[src/hdl/stt_pkg.sv]
// stt_pkg: types, constants and character classes for the source text tokenizer.
// No dependencies; used by all files in hdl.
package stt_pkg;

    localparam int TEXT_ADDR_BITS_DEF = 20;
    localparam int CNT_W = 20;
    localparam int LEN_W = 21;
    localparam logic [CNT_W-1:0] CNT_MAX = '1;

    // token kinds and internal modes share one 5-bit code space
    localparam logic [4:0] K_OP     = 5'd0;
    localparam logic [4:0] K_IDENT  = 5'd1;
    localparam logic [4:0] K_INT    = 5'd2;
    localparam logic [4:0] K_UINT   = 5'd3;
    localparam logic [4:0] K_LONG   = 5'd4;
    localparam logic [4:0] K_ULONG  = 5'd5;
    localparam logic [4:0] K_DOUBLE = 5'd6;
    localparam logic [4:0] K_FLOAT  = 5'd7;
    localparam logic [4:0] K_STR    = 5'd8;
    localparam logic [4:0] K_EXP    = 5'd9;
    localparam logic [4:0] K_EXPS   = 5'd10;
    localparam logic [4:0] M_SPACE  = 5'd11;
    localparam logic [4:0] M_POTC   = 5'd12;
    localparam logic [4:0] M_POTD   = 5'd13;
    localparam logic [4:0] M_DEXT   = 5'd14;
    localparam logic [4:0] M_LINEC  = 5'd15;
    localparam logic [4:0] M_BLOCK  = 5'd16;
    localparam logic [4:0] M_BSTAR  = 5'd17;
    localparam logic [4:0] M_HALT   = 5'd18;

    localparam logic [3:0] E_BLOCK  = 4'd0;
    localparam logic [3:0] E_STRING = 4'd1;
    localparam logic [3:0] E_SUFFIX = 4'd2;

    localparam logic [7:0] CH_DOT  = 8'h2E;
    localparam logic [7:0] CH_U    = 8'h75;
    localparam logic [7:0] CH_L    = 8'h6C;
    localparam logic [7:0] CH_E    = 8'h65;
    localparam logic [7:0] CH_F    = 8'h66;
    localparam logic [7:0] CH_CR   = 8'h0D;
    localparam logic [7:0] CH_LF   = 8'h0A;
    localparam logic [7:0] CH_BSL  = 8'h5C;
    localparam logic [7:0] CH_SL   = 8'h2F;
    localparam logic [7:0] CH_STAR = 8'h2A;
    localparam logic [7:0] CH_PLUS = 8'h2B;
    localparam logic [7:0] CH_MIN  = 8'h2D;
    localparam logic [7:0] CH_SP   = 8'h20;
    localparam logic [7:0] CH_TAB  = 8'h09;
    localparam logic [7:0] CH_QUOT = 8'h22;

    typedef struct packed {
        logic [7:0] char_code;
        logic       last_of_text;
    } in_word_t;

    typedef struct packed {
        logic             is_error;
        logic [3:0]       kind_code;
        logic [CNT_W-1:0] start_offset;
        logic [LEN_W-1:0] text_length;
        logic [CNT_W-1:0] line_number;
        logic [CNT_W-1:0] column_number;
        logic             last_result;
    } out_word_t;

    // class flags computed in the front end
    typedef struct packed {
        logic digit;
        logic op;
        logic nl;     // CR or LF
        logic blank;  // space or tab
    } char_class_t;

    typedef struct packed {
        logic [7:0]  ch;
        logic        last;
        char_class_t cls;
    } cmd_t;

    function automatic logic is_op_char(input logic [7:0] c);
        logic r;
        case (c)
            8'h2B, 8'h2D, 8'h2A, 8'h2F, 8'h26, 8'h7C, 8'h5E, 8'h28, 8'h29,
            8'h5B, 8'h5D, 8'h3D, 8'h7B, 8'h7D, 8'h7E, 8'h21, 8'h3C, 8'h3E,
            8'h2C, 8'h3B, 8'h3F, 8'h3A: r = 1'b1;
            default: r = 1'b0;
        endcase
        return r;
    endfunction

    function automatic logic [CNT_W-1:0] inc_cnt(input logic [CNT_W-1:0] x);
        return (x != CNT_MAX) ? x + 1'b1 : CNT_MAX;
    endfunction

endpackage

[src/hdl/stt_front.sv]
// stt_front: accepts source bytes and classifies them.
// Depends on stt_pkg.
module stt_front (
    input  logic            clk,
    input  logic            rst_n,
    input  logic            in_valid,
    output logic            in_stall,
    input  stt_pkg::in_word_t in_word,
    output logic            cmd_valid,
    input  logic            cmd_stall,
    output stt_pkg::cmd_t   cmd
);
    import stt_pkg::*;

    logic  valid_reg;
    cmd_t  cmd_reg;
    cmd_t  cmd_next;

    assign in_stall  = valid_reg && cmd_stall;
    assign cmd_valid = valid_reg;
    assign cmd       = cmd_reg;

    always_comb
    begin
        cmd_next.ch        = in_word.char_code;
        cmd_next.last      = in_word.last_of_text;
        cmd_next.cls.digit = (in_word.char_code >= 8'h30) && (in_word.char_code <= 8'h39);
        cmd_next.cls.op    = is_op_char(in_word.char_code);
        cmd_next.cls.nl    = (in_word.char_code == CH_CR) || (in_word.char_code == CH_LF);
        cmd_next.cls.blank = (in_word.char_code == CH_SP) || (in_word.char_code == CH_TAB);
    end

    always_ff @(posedge clk or negedge rst_n)
    begin
        if (!rst_n)
            valid_reg <= 1'b0;
        else if (!in_stall)
            valid_reg <= in_valid;
    end

    always_ff @(posedge clk)
    begin
        if (!in_stall && in_valid)
            cmd_reg <= cmd_next;
    end
endmodule

[src/hdl/stt_queue.sv]
// stt_queue: result word FIFO between lexer core and output port.
// Depends on stt_pkg.
module stt_queue (
    input  logic                clk,
    input  logic                rst_n,
    input  logic [1:0]          push_cnt,
    input  stt_pkg::out_word_t  push0,
    input  stt_pkg::out_word_t  push1,
    input  stt_pkg::out_word_t  push2,
    output logic                room3,
    output logic                out_valid,
    input  logic                out_stall,
    output stt_pkg::out_word_t  out_word
);
    import stt_pkg::*;

    localparam int DEPTH = 8;
    localparam int AW = 3;

    out_word_t     mem [DEPTH];
    logic [AW-1:0] wp_reg, rp_reg;
    logic [AW:0]   cnt_reg, cnt_next;
    logic          pop;

    assign out_valid = (cnt_reg != '0);
    assign out_word  = mem[rp_reg];
    assign pop       = out_valid && !out_stall;
    // three free slots before this cycle's push, so any push fits
    assign room3     = cnt_reg <= (AW+1)'(DEPTH - 3);
    assign cnt_next  = cnt_reg + {2'b0, push_cnt} - {{AW{1'b0}}, pop};

    always_ff @(posedge clk or negedge rst_n)
    begin
        if (!rst_n)
        begin
            wp_reg  <= '0;
            rp_reg  <= '0;
            cnt_reg <= '0;
        end
        else
        begin
            wp_reg  <= wp_reg + AW'(push_cnt);
            rp_reg  <= rp_reg + AW'(pop);
            cnt_reg <= cnt_next;
        end
    end

    always_ff @(posedge clk)
    begin
        if (push_cnt >= 2'd1) mem[wp_reg]            <= push0;
        if (push_cnt >= 2'd2) mem[wp_reg + AW'(1)]   <= push1;
        if (push_cnt == 2'd3) mem[wp_reg + AW'(2)]   <= push2;
    end
endmodule

[src/hdl/stt_back.sv]
// stt_back: lexer state machine; consumes classified bytes, produces results.
// Depends on stt_pkg.
module stt_back #(
    parameter int TEXT_ADDR_BITS = stt_pkg::TEXT_ADDR_BITS_DEF
) (
    input  logic               clk,
    input  logic               rst_n,
    input  logic               cmd_valid,
    output logic               cmd_stall,
    input  stt_pkg::cmd_t      cmd,
    input  logic               room3,
    output logic [1:0]         push_cnt,
    output stt_pkg::out_word_t push0,
    output stt_pkg::out_word_t push1,
    output stt_pkg::out_word_t push2
);
    import stt_pkg::*;

    localparam int PW = TEXT_ADDR_BITS + 1;
    localparam logic [PW-1:0] POS_CAP = PW'(1) << TEXT_ADDR_BITS;

    logic [4:0]       mode_reg, mode_next;
    logic [PW-1:0]    tstart_reg, tstart_next;
    logic [PW-1:0]    pos_reg, pos_next;
    logic [CNT_W-1:0] line_reg, line_next;
    logic [CNT_W-1:0] cst_reg, cst_next;
    logic [CNT_W-1:0] cend_reg, cend_next;
    logic             cr_reg, cr_next;

    out_word_t res [3];
    logic [1:0] n;
    logic       go;

    assign cmd_stall = !room3;
    assign go        = cmd_valid && room3;

    function automatic logic [PW-1:0] npos(input logic [PW-1:0] p);
        return (p < POS_CAP) ? p + 1'b1 : POS_CAP;
    endfunction

    always_comb
    begin
        logic [7:0]    c;
        logic [7:0]    lc;
        logic [4:0]    m;
        logic [PW-1:0] p;
        logic [PW-1:0] e;
        logic [PW-1:0] ln;
        logic          brk;
        c  = cmd.ch;
        lc = cmd.ch | 8'h20;
        p  = pos_reg;
        mode_next   = mode_reg;
        tstart_next = tstart_reg;
        pos_next    = pos_reg;
        line_next   = line_reg;
        cst_next    = cst_reg;
        cend_next   = cend_reg;
        cr_next     = cr_reg;
        n = 2'd0;
        m = 5'd0;
        e = '0;
        ln = '0;
        brk = 1'b0;
        for (int i = 0; i < 3; i++)
            res[i] = '0;

        if (mode_reg != M_HALT)
        begin
            if (mode_reg == M_LINEC && cmd.cls.nl)
                mode_next = M_SPACE;
            if (mode_next == M_LINEC)
            begin
                if (cr_next && c != CH_LF) cr_next = 1'b0;
            end
            else if (mode_next == M_BSTAR && c == CH_SL)
            begin
                cst_next  = (cend_next != '0) ? cend_next - 1'b1 : '0;
                mode_next = M_SPACE;
            end
            else if (mode_next == M_BSTAR || mode_next == M_BLOCK)
            begin
                if (mode_next == M_BSTAR) cr_next = 1'b0;
                if (c == CH_STAR)
                    mode_next = M_BSTAR;
                else
                begin
                    if (cr_next && c != CH_LF) cr_next = 1'b0;
                    if (cmd.cls.nl)
                    begin
                        brk = (c != CH_LF) || !cr_next;
                        if (brk && c == CH_CR) cr_next = 1'b1;
                        if (brk)
                        begin
                            line_next = inc_cnt(line_next);
                            cst_next  = '0;
                            cend_next = '0;
                        end
                    end
                    mode_next = M_BLOCK;
                end
            end
            else
            begin
                // normal byte; close_tok / emit_op expanded inline
                if (cr_next && c != CH_LF) cr_next = 1'b0;
                if ((mode_next == M_POTC && c != CH_SL && c != CH_STAR) ||
                    (mode_next == M_POTD && !cmd.cls.digit))
                begin
                    res[n] = '{1'b0, K_OP[3:0], CNT_W'(tstart_next),
                               LEN_W'((p >= tstart_next) ? p - tstart_next : '0),
                               line_next, cst_next, 1'b0};
                    n = n + 2'd1;
                    mode_next = M_SPACE; tstart_next = p; cst_next = cend_next;
                end
                m = mode_next;

                if (cmd.cls.digit && m != K_UINT && m != K_LONG && m != K_ULONG)
                begin
                    if (m == M_SPACE)
                    begin
                        mode_next = K_INT; tstart_next = p;
                    end
                    else if (m == M_POTD) mode_next = K_DOUBLE;
                    else if (m == K_EXP || m == K_EXPS) mode_next = M_DEXT;
                end
                else if ((c == CH_PLUS || c == CH_MIN) && m == K_EXP)
                    mode_next = K_EXPS;
                else if (c == CH_DOT && (m == M_SPACE || m == K_INT || m == K_STR))
                begin
                    if (m == M_SPACE)
                    begin
                        mode_next = M_POTD; tstart_next = p;
                    end
                    else if (m == K_INT) mode_next = K_DOUBLE;
                end
                else if (lc == CH_U && m == K_INT)
                    mode_next = K_UINT;
                else if (lc == CH_L && (m == K_INT || m == K_UINT))
                    mode_next = (m == K_UINT) ? K_ULONG : K_LONG;
                else if (lc == CH_E && (m == K_INT || m == K_DOUBLE))
                    mode_next = K_EXP;
                else if (lc == CH_F && (m == K_DOUBLE || m == M_DEXT))
                begin
                    e = npos(p);
                    res[n] = '{1'b0, K_FLOAT[3:0], CNT_W'(tstart_next),
                               LEN_W'((e >= tstart_next) ? e - tstart_next : '0),
                               line_next, cst_next, 1'b0};
                    n = n + 2'd1;
                    mode_next = M_SPACE; tstart_next = e; cst_next = cend_next;
                end
                else if (cmd.cls.op && m == M_POTC)
                begin
                    if (c == CH_SL) mode_next = M_LINEC;
                    else
                    begin
                        mode_next = M_BLOCK; cr_next = 1'b0;
                    end
                end
                else if (cmd.cls.op && m != K_STR && c == CH_SL)
                begin
                    if (m <= K_EXPS || m == M_DEXT)
                    begin
                        res[n] = '{1'b0, (m == M_DEXT) ? K_DOUBLE[3:0] : m[3:0],
                                   CNT_W'(tstart_next),
                                   LEN_W'((p >= tstart_next) ? p - tstart_next : '0),
                                   line_next, cst_next, 1'b0};
                        n = n + 2'd1;
                    end
                    cst_next = cend_next;
                    mode_next = M_POTC; tstart_next = p;
                end
                else if ((cmd.cls.op && m != K_STR) || (c == CH_DOT && m != K_STR) ||
                         (c == CH_BSL && m != K_STR && !cmd.cls.blank))
                begin
                    // emit_op: close pending, then one-byte op
                    if (m <= K_EXPS || m == M_DEXT)
                    begin
                        res[n] = '{1'b0, (m == M_DEXT) ? K_DOUBLE[3:0] : m[3:0],
                                   CNT_W'(tstart_next),
                                   LEN_W'((p >= tstart_next) ? p - tstart_next : '0),
                                   line_next, cst_next, 1'b0};
                        n = n + 2'd1;
                    end
                    cst_next = cend_next;
                    res[n] = '{1'b0, K_OP[3:0], CNT_W'(p), LEN_W'(npos(p) - p),
                               line_next, cst_next, 1'b0};
                    n = n + 2'd1;
                    mode_next = M_SPACE; tstart_next = npos(p);
                end
                else if (cmd.cls.blank && m != K_STR)
                begin
                    if (m <= K_EXPS || m == M_DEXT)
                    begin
                        res[n] = '{1'b0, (m == M_DEXT) ? K_DOUBLE[3:0] : m[3:0],
                                   CNT_W'(tstart_next),
                                   LEN_W'((p >= tstart_next) ? p - tstart_next : '0),
                                   line_next, cst_next, 1'b0};
                        n = n + 2'd1;
                    end
                    mode_next = M_SPACE; tstart_next = p; cst_next = cend_next;
                end
                else if (cmd.cls.nl)
                begin
                    if (m == K_STR)
                    begin
                        res[n] = '{1'b1, E_STRING, CNT_W'(tstart_next), '0,
                                   line_next, cst_next, 1'b0};
                        n = n + 2'd1;
                    end
                    brk = (c != CH_LF) || !cr_next;
                    if (brk && c == CH_CR) cr_next = 1'b1;
                    if (brk)
                    begin
                        if (m <= K_EXPS || m == M_DEXT)
                        begin
                            res[n] = '{1'b0, (m == M_DEXT) ? K_DOUBLE[3:0] : m[3:0],
                                       CNT_W'(tstart_next),
                                       LEN_W'((p >= tstart_next) ? p - tstart_next : '0),
                                       line_next, cst_next, 1'b0};
                            n = n + 2'd1;
                        end
                        mode_next = M_SPACE; tstart_next = p;
                        line_next = inc_cnt(line_next);
                        cst_next = '0; cend_next = '0;
                    end
                end
                else if (c == CH_QUOT)
                begin
                    if (m <= K_EXPS || m == M_DEXT)
                    begin
                        res[n] = '{1'b0, (m == M_DEXT) ? K_DOUBLE[3:0] : m[3:0],
                                   CNT_W'(tstart_next),
                                   LEN_W'((p >= tstart_next) ? p - tstart_next : '0),
                                   line_next, cst_next, 1'b0};
                        n = n + 2'd1;
                    end
                    cst_next = cend_next;
                    mode_next = M_SPACE; tstart_next = p;
                    if (m != K_STR)
                    begin
                        mode_next = K_STR; tstart_next = npos(p);
                    end
                end
                else if (c == CH_BSL && m != K_STR)
                begin
                    // unreachable: covered by the op branch above
                    mode_next = mode_next;
                end
                else if (m == M_SPACE)
                begin
                    cst_next = cend_next;
                    mode_next = K_IDENT; tstart_next = p;
                end
                else if (m == K_INT || m == K_UINT || m == K_LONG || m == K_ULONG ||
                         m == K_EXP || m == M_DEXT)
                begin
                    res[n] = '{1'b1, E_SUFFIX, CNT_W'(tstart_next), '0,
                               line_next, cst_next, 1'b0};
                    n = n + 2'd1;
                    mode_next = M_HALT;
                end
            end
            cend_next = inc_cnt(cend_next);
            pos_next  = npos(p);
        end

        if (cmd.last)
        begin
            if (mode_next == M_BLOCK || mode_next == M_BSTAR)
            begin
                res[n] = '{1'b1, E_BLOCK, CNT_W'(tstart_next), '0,
                           line_next, cst_next, 1'b0};
                n = n + 2'd1;
            end
            else if (mode_next != M_HALT && mode_next != M_LINEC)
            begin
                if (mode_next == K_STR)
                begin
                    res[n] = '{1'b1, E_STRING, CNT_W'(tstart_next), '0,
                               line_next, cst_next, 1'b0};
                    n = n + 2'd1;
                end
                if (mode_next <= K_EXPS || mode_next == M_POTC || mode_next == M_POTD ||
                    mode_next == M_DEXT)
                begin
                    ln = (pos_next >= tstart_next) ? pos_next - tstart_next : '0;
                    res[n] = '{1'b0,
                               (mode_next == M_DEXT) ? K_DOUBLE[3:0] :
                               (mode_next == M_POTC || mode_next == M_POTD) ? K_OP[3:0] :
                               mode_next[3:0],
                               CNT_W'(tstart_next), LEN_W'(ln),
                               line_next, cst_next, 1'b0};
                    n = n + 2'd1;
                end
            end
            mode_next = M_SPACE; tstart_next = '0; pos_next = '0;
            line_next = '0; cst_next = '0; cend_next = '0; cr_next = 1'b0;
        end

        if (n != 2'd0)
            res[n - 2'd1].last_result = 1'b1;
    end

    assign push_cnt = go ? n : 2'd0;
    assign push0 = res[0];
    assign push1 = res[1];
    assign push2 = res[2];

    always_ff @(posedge clk or negedge rst_n)
    begin
        if (!rst_n)
        begin
            mode_reg   <= M_SPACE;
            tstart_reg <= '0;
            pos_reg    <= '0;
            line_reg   <= '0;
            cst_reg    <= '0;
            cend_reg   <= '0;
            cr_reg     <= 1'b0;
        end
        else if (go)
        begin
            mode_reg   <= mode_next;
            tstart_reg <= tstart_next;
            pos_reg    <= pos_next;
            line_reg   <= line_next;
            cst_reg    <= cst_next;
            cend_reg   <= cend_next;
            cr_reg     <= cr_next;
        end
    end
endmodule

[src/hdl/source_text_tokenizer_core.sv]
// Source text tokenizer: takes one source byte per cycle and returns token and
// error words. A front register classifies each byte, the lexer core updates
// its mode and counters and pushes up to three words per byte into an
// eight-word result queue; so one byte is taken every cycle while at most five
// words wait in the queue, and input stalls once more are waiting because the
// output side holds them. A byte is held in the front register, its words in the queue.
// Depends on stt_pkg, stt_front, stt_back, stt_queue.
module source_text_tokenizer_core #(
    parameter int TEXT_ADDR_BITS = stt_pkg::TEXT_ADDR_BITS_DEF
) (
    input  logic               clk,
    input  logic               rst_n,
    input  logic               in_valid,
    output logic               in_stall,
    input  stt_pkg::in_word_t  in_word,
    output logic               out_valid,
    input  logic               out_stall,
    output stt_pkg::out_word_t out_word
);
    import stt_pkg::*;

    logic      cmd_valid, cmd_stall, room3;
    cmd_t      cmd;
    logic [1:0] push_cnt;
    out_word_t push0, push1, push2;

    stt_front u_front (
        .clk(clk), .rst_n(rst_n), .in_valid(in_valid), .in_stall(in_stall),
        .in_word(in_word), .cmd_valid(cmd_valid), .cmd_stall(cmd_stall), .cmd(cmd)
    );

    stt_back #(.TEXT_ADDR_BITS(TEXT_ADDR_BITS)) u_back (
        .clk(clk), .rst_n(rst_n), .cmd_valid(cmd_valid), .cmd_stall(cmd_stall),
        .cmd(cmd), .room3(room3), .push_cnt(push_cnt),
        .push0(push0), .push1(push1), .push2(push2)
    );

    stt_queue u_queue (
        .clk(clk), .rst_n(rst_n), .push_cnt(push_cnt), .push0(push0),
        .push1(push1), .push2(push2), .room3(room3), .out_valid(out_valid),
        .out_stall(out_stall), .out_word(out_word)
    );
endmodule

[config.mk]
export PLATFORM = sky130hd
export DESIGN_NAME = source_text_tokenizer_core
export DESIGN_NICKNAME = d
export VERILOG_FILES = /design/src/hdl/stt_pkg.sv /design/src/hdl/stt_front.sv /design/src/hdl/stt_queue.sv /design/src/hdl/stt_back.sv /design/src/hdl/source_text_tokenizer_core.sv
export SDC_FILE = /design/constraint.sdc
export NUM_CORES = 2
export LEC_CHECK = 0
export ABC_CLOCK_PERIOD_IN_PS = 19650
export BUFFER_PORTS_ARGS = -buffer_cell sky130_fd_sc_hd__buf_2
export CORE_MARGIN = 8
export CORE_UTILIZATION = 40
export CTS_BUF_LIST = sky130_fd_sc_hd__clkbuf_16
export DETAILED_ROUTE_END_ITERATION = 8
export SYNTH_ARGS = -nofsm -noshare
export SYNTH_HDL_FRONTEND = slang
export SYNTH_SLANG_ARGS = --single-unit
[constraint.sdc]
create_clock -name clk -period 19.65 [get_ports clk]
set_clock_uncertainty 0.15 [all_clocks]
set_input_delay 3.93 -clock clk [delete_from_list [all_inputs] [get_ports clk]]
set_output_delay 3.93 -clock clk [all_outputs]
set_load 0.02 [all_outputs]
==> impl_metrics.toml <==
[detailed_routing]
drtIter0Drc = 12200
ant_nets = 0
drtPass1Iterations = 9
drc_errors = 0
wl_per_cell_um = 35.9
via_per_inst = 7.02
postRouteWirelength_um = 356000
vias = 69600

[timing]
tns_ns = 0
max_freq_mhz = 98.7
fin_crit_sh = 0.516
worstMarginPinSlew_ns = 1.52
relSlewSlack = -0.0116
drv_slew = 16
setup_viol = 0
hold_violations = 0
period_minus_slack_ns = 10.13
rsz0062_at_grt = "no"

[yosys]
yosysWarnings = 0
synth_ff_type = "edfxtp_1"
yosys.area_share.xor_xnor = 0.0153
yosysUniqueCellTypes = 114
yosys-mux-area-fraction = 0.104
synth_area_sq_mm = 0.0663
async_reset_ff_frac = 0.144
synth_top_family_by_area = "compound AO/OA/AOI/OAI gates"
avgSynthCellArea_sq_um = 8.42
synth_compound_area_frac = 0.265
synth_enable_flop_cells = 709
syn_nets = 8008
ys_ff_latch = 828
synth-adder-area-share = 0.0233
ys_seq_area_frac = 0.366
synthSimpleGateAreaFrac = 0.174
syn_inst = 7875

[cells_and_area]
largest_reg_flops = 696
nets = 7763
fin_cells = 9914
fin_area_sq_mm = 0.0724
fill_cells = 16100
area_growth_pct = 9.18
fin_util = 0.439
drive_gt1_frac = 0.126

[cts]
insertion_delay_ns = 0.78
cts.hold.buffers_added = 0
numCtsBuffers = 98
post_cts_buffers = 0
clockBufferDepth = 3
cts_root_buffer = "clkbuf_16"
post_cts_resized = 0
cts_tree = "yes"
clkSinkCount = 828
clk_pin_slew_ns = 0.06
htree_levels = 3

[pwr]
p_leak_nw = 27.5
p_per_area_mw_per_mm2 = 181
p_total_w = 0.0131
peakVddDrop_uv = 116

[worst_setup_path]
worst-setup-path-type = "register to register"
worst-path-max-fanout = 51
endpoint_kind = "register"
arrival_ns = 10.34
cp-start-kind = "register"
worstPathRequired_ns = 19.85

[floorplan]
num_rows = 149
initial_utilization = 0.402
die-area_sq_mm = 0.179
die_x_um = 423
dieHeight_um = 423
core_sq_mm = 0.165
ios = 102

[run_status]
violations = "max-capacitance violations, max-slew violations"
run_status = "finished, violations left"

[placed_design]
post_dp_cell_area_sq_mm = 0.0691
dp_hpwl_um = 241000
place.gp.congestion = 1.10
dpl.cell_count = 9718
port_buffers = 101

[grt]
grt_pass1_vias = 61900
grt_overflow = 0
track_usage = 0.374
grt_pass1_wl_um = 489000
grt_max_degree = 88
antenna_found_initial = 24

[run]
maxCapViolCount = 1

[min_path]
min-delay-path-class = "register to register"
==> synthesized netlist by cell type (33+ instances only) <==
cell type / n / area share
a21oi_1: 964 / 0.073
nand2_1: 953 / 0.054
nor2_1: 951 / 0.054
o21ai_0: 797 / 0.060
edfxtp_1: 709 / 0.32
clkbuf_1: 483 / 0.027
mux2i_1: 174 / 0.026
mux4_2: 174 / 0.059
buf_2: 165 / 0.012
o22ai_1: 156 / 0.015
nand3_1: 139 / 0.010
inv_1: 122 / 0.0069
a22o_1: 117 / 0.015
dfrtp_1: 116 / 0.044
ha_1: 114 / 0.022
a31oi_1: 110 / 0.010
mux2_2: 108 / 0.018
nor3_1: 97 / 0.0073
and3_1: 93 / 0.0088
o21ai_1: 81 / 0.0061
a22oi_1: 77 / 0.0087
o211ai_1: 77 / 0.0087
xnor2_1: 74 / 0.0098
a211oi_1: 73 / 0.0083
a21o_1: 66 / 0.0075
and2_1: 58 / 0.0055
buf_1: 53 / 0.0030
o31ai_1: 46 / 0.0052
nand4_1: 43 / 0.0041
xor2_1: 42 / 0.0055
nand2b_1: 36 / 0.0034
o21a_1: 35 / 0.0040
nor2b_1: 33 / 0.0031
==> path summary, 6_finish.rpt <==
| kind | start | to | slack, ns | cells past startpoint |
|---|---|---|---|---|
| hold reg to reg | u_back.line_reg[5]$_DFFE_PN0P_ | u_back.line_reg[5]$_DFFE_PN0P_ | 0.44 | 1 |
| setup reg to reg | u_back.mode_reg[3]$_DFFE_PN1P_ | u_queue.mem[4][43]$_DFFE_PP_ | 9.52 | 21 |
| max in group asynchronous | rst_n | u_back.pos_reg[20]$_DFFE_PN0P_ | 14.67 | 2 |
| hold / removal | u_back.line_reg[5]$_DFFE_PN0P_ | u_back.line_reg[5]$_DFFE_PN0P_ | 0.44 | 1 |
| setup / recovery | u_back.mode_reg[3]$_DFFE_PN1P_ | u_queue.mem[4][43]$_DFFE_PP_ | 9.52 | 21 |
| min in group asynchronous | rst_n | u_back.cend_reg[11]$_DFFE_PN0P_ | 3.09 | 1 |
==> power breakdown <==
| part | internal (W) | leakage (nW) | total, W | switching, W |
|---|---|---|---|---|
| sequential | 0.00277 | 8.29 | 0.00301 | 0.000240 |
| clock | 0.00106 | 1.65 | 0.00190 | 0.000834 |
| combinational | 0.00254 | 17.5 | 0.00822 | 0.00568 |
==> per-stage QoR <==
step	worst slack [ns]	hold WS, ns
after floorplan	7.40	0.323
after global routing	9.48	0.466
final	9.52	0.437
after CTS	9.88	0.436
after detailed placement	9.86	0.420
after global placement	9.95	0.427
==> logic make-up (layout without fill, tap and decap cells) <==
group | count (synthesis) | in the layout
adder cells (fa/ha/maj) | 120 | 120
buffers and inverters | 848 | 683
AND/OR/NAND/NOR | 2595 | 2595
flip-flops | 828 | 828
other | 0 | 15
multiplexers | 456 | 456
AO/OA/AOI/OAI | 2912 | 2912
XOR/XNOR | 116 | 116
==> critical path, cell delays in order (launching register included) <==
cell	delay, ns
dfstp_2	0.80
nor3b_2	0.44
nand2_1	0.62
inv_1	1.06
nor2_2	0.08
buf_4	0.35
nor2_1	0.21
buf_4	0.29
nand4_1	0.16
buf_4	0.34
a21oi_1	0.38
inv_1	0.13
ha_1	0.34
a21oi_1	0.28
ha_1	0.31
nand4b_1	0.21
a21o_2	0.52
inv_2	0.39
nand3_4	0.69
o211ai_1	0.34
buf_4	0.62
buf_4	0.90
==> cell usage in the layout, fill, tap and decap left out, types with 66 or more instances in the layout <==
master	netlist	routed
buf_2	165	100
buf_4	8	269
dfrtp_1	116	112
a21oi_1	964	961
a21o_1	66	66
o21ai_0	797	786
o211ai_1	77	77
a22oi_1	77	77
mux2_2	108	108
xnor2_1	74	74
a31oi_1	110	107
inv_1	122	139
mux2i_1	174	174
nand2_1	953	950
and3_1	93	89
o21ai_1	81	82
nand3_1	139	135
nor3_1	97	92
nor2_1	951	945
ha_1	114	114
o22ai_1	156	156
a211oi_1	73	70
clkbuf_16	0	98
mux4_2	174	174
a22o_1	117	117
edfxtp_1	709	709
==> cell type report <==
cell class,instances,area (sq um),area share
clock buffers,98,2450,0.0339
flip-flops and latches,828,24300,0.335
clock inverters,82,846,0.0117
repair buffers,373,2580,0.0357
well taps,2189,2740,0.0378
multi-input cells,6199,39000,0.538
inverters,130,488,0.00674
diodes,15,37.5,0.000518
==> layer usage <==
layer  track usage  up-vias  part of all wire
met4         0.212       16             0.073
li1              -    28900                 -
met1         0.487    33600              0.37
met2         0.548     5714              0.42
met5             0        -           0.00030
met3         0.118     1288              0.14
Power figures use the tool's default switching activity.
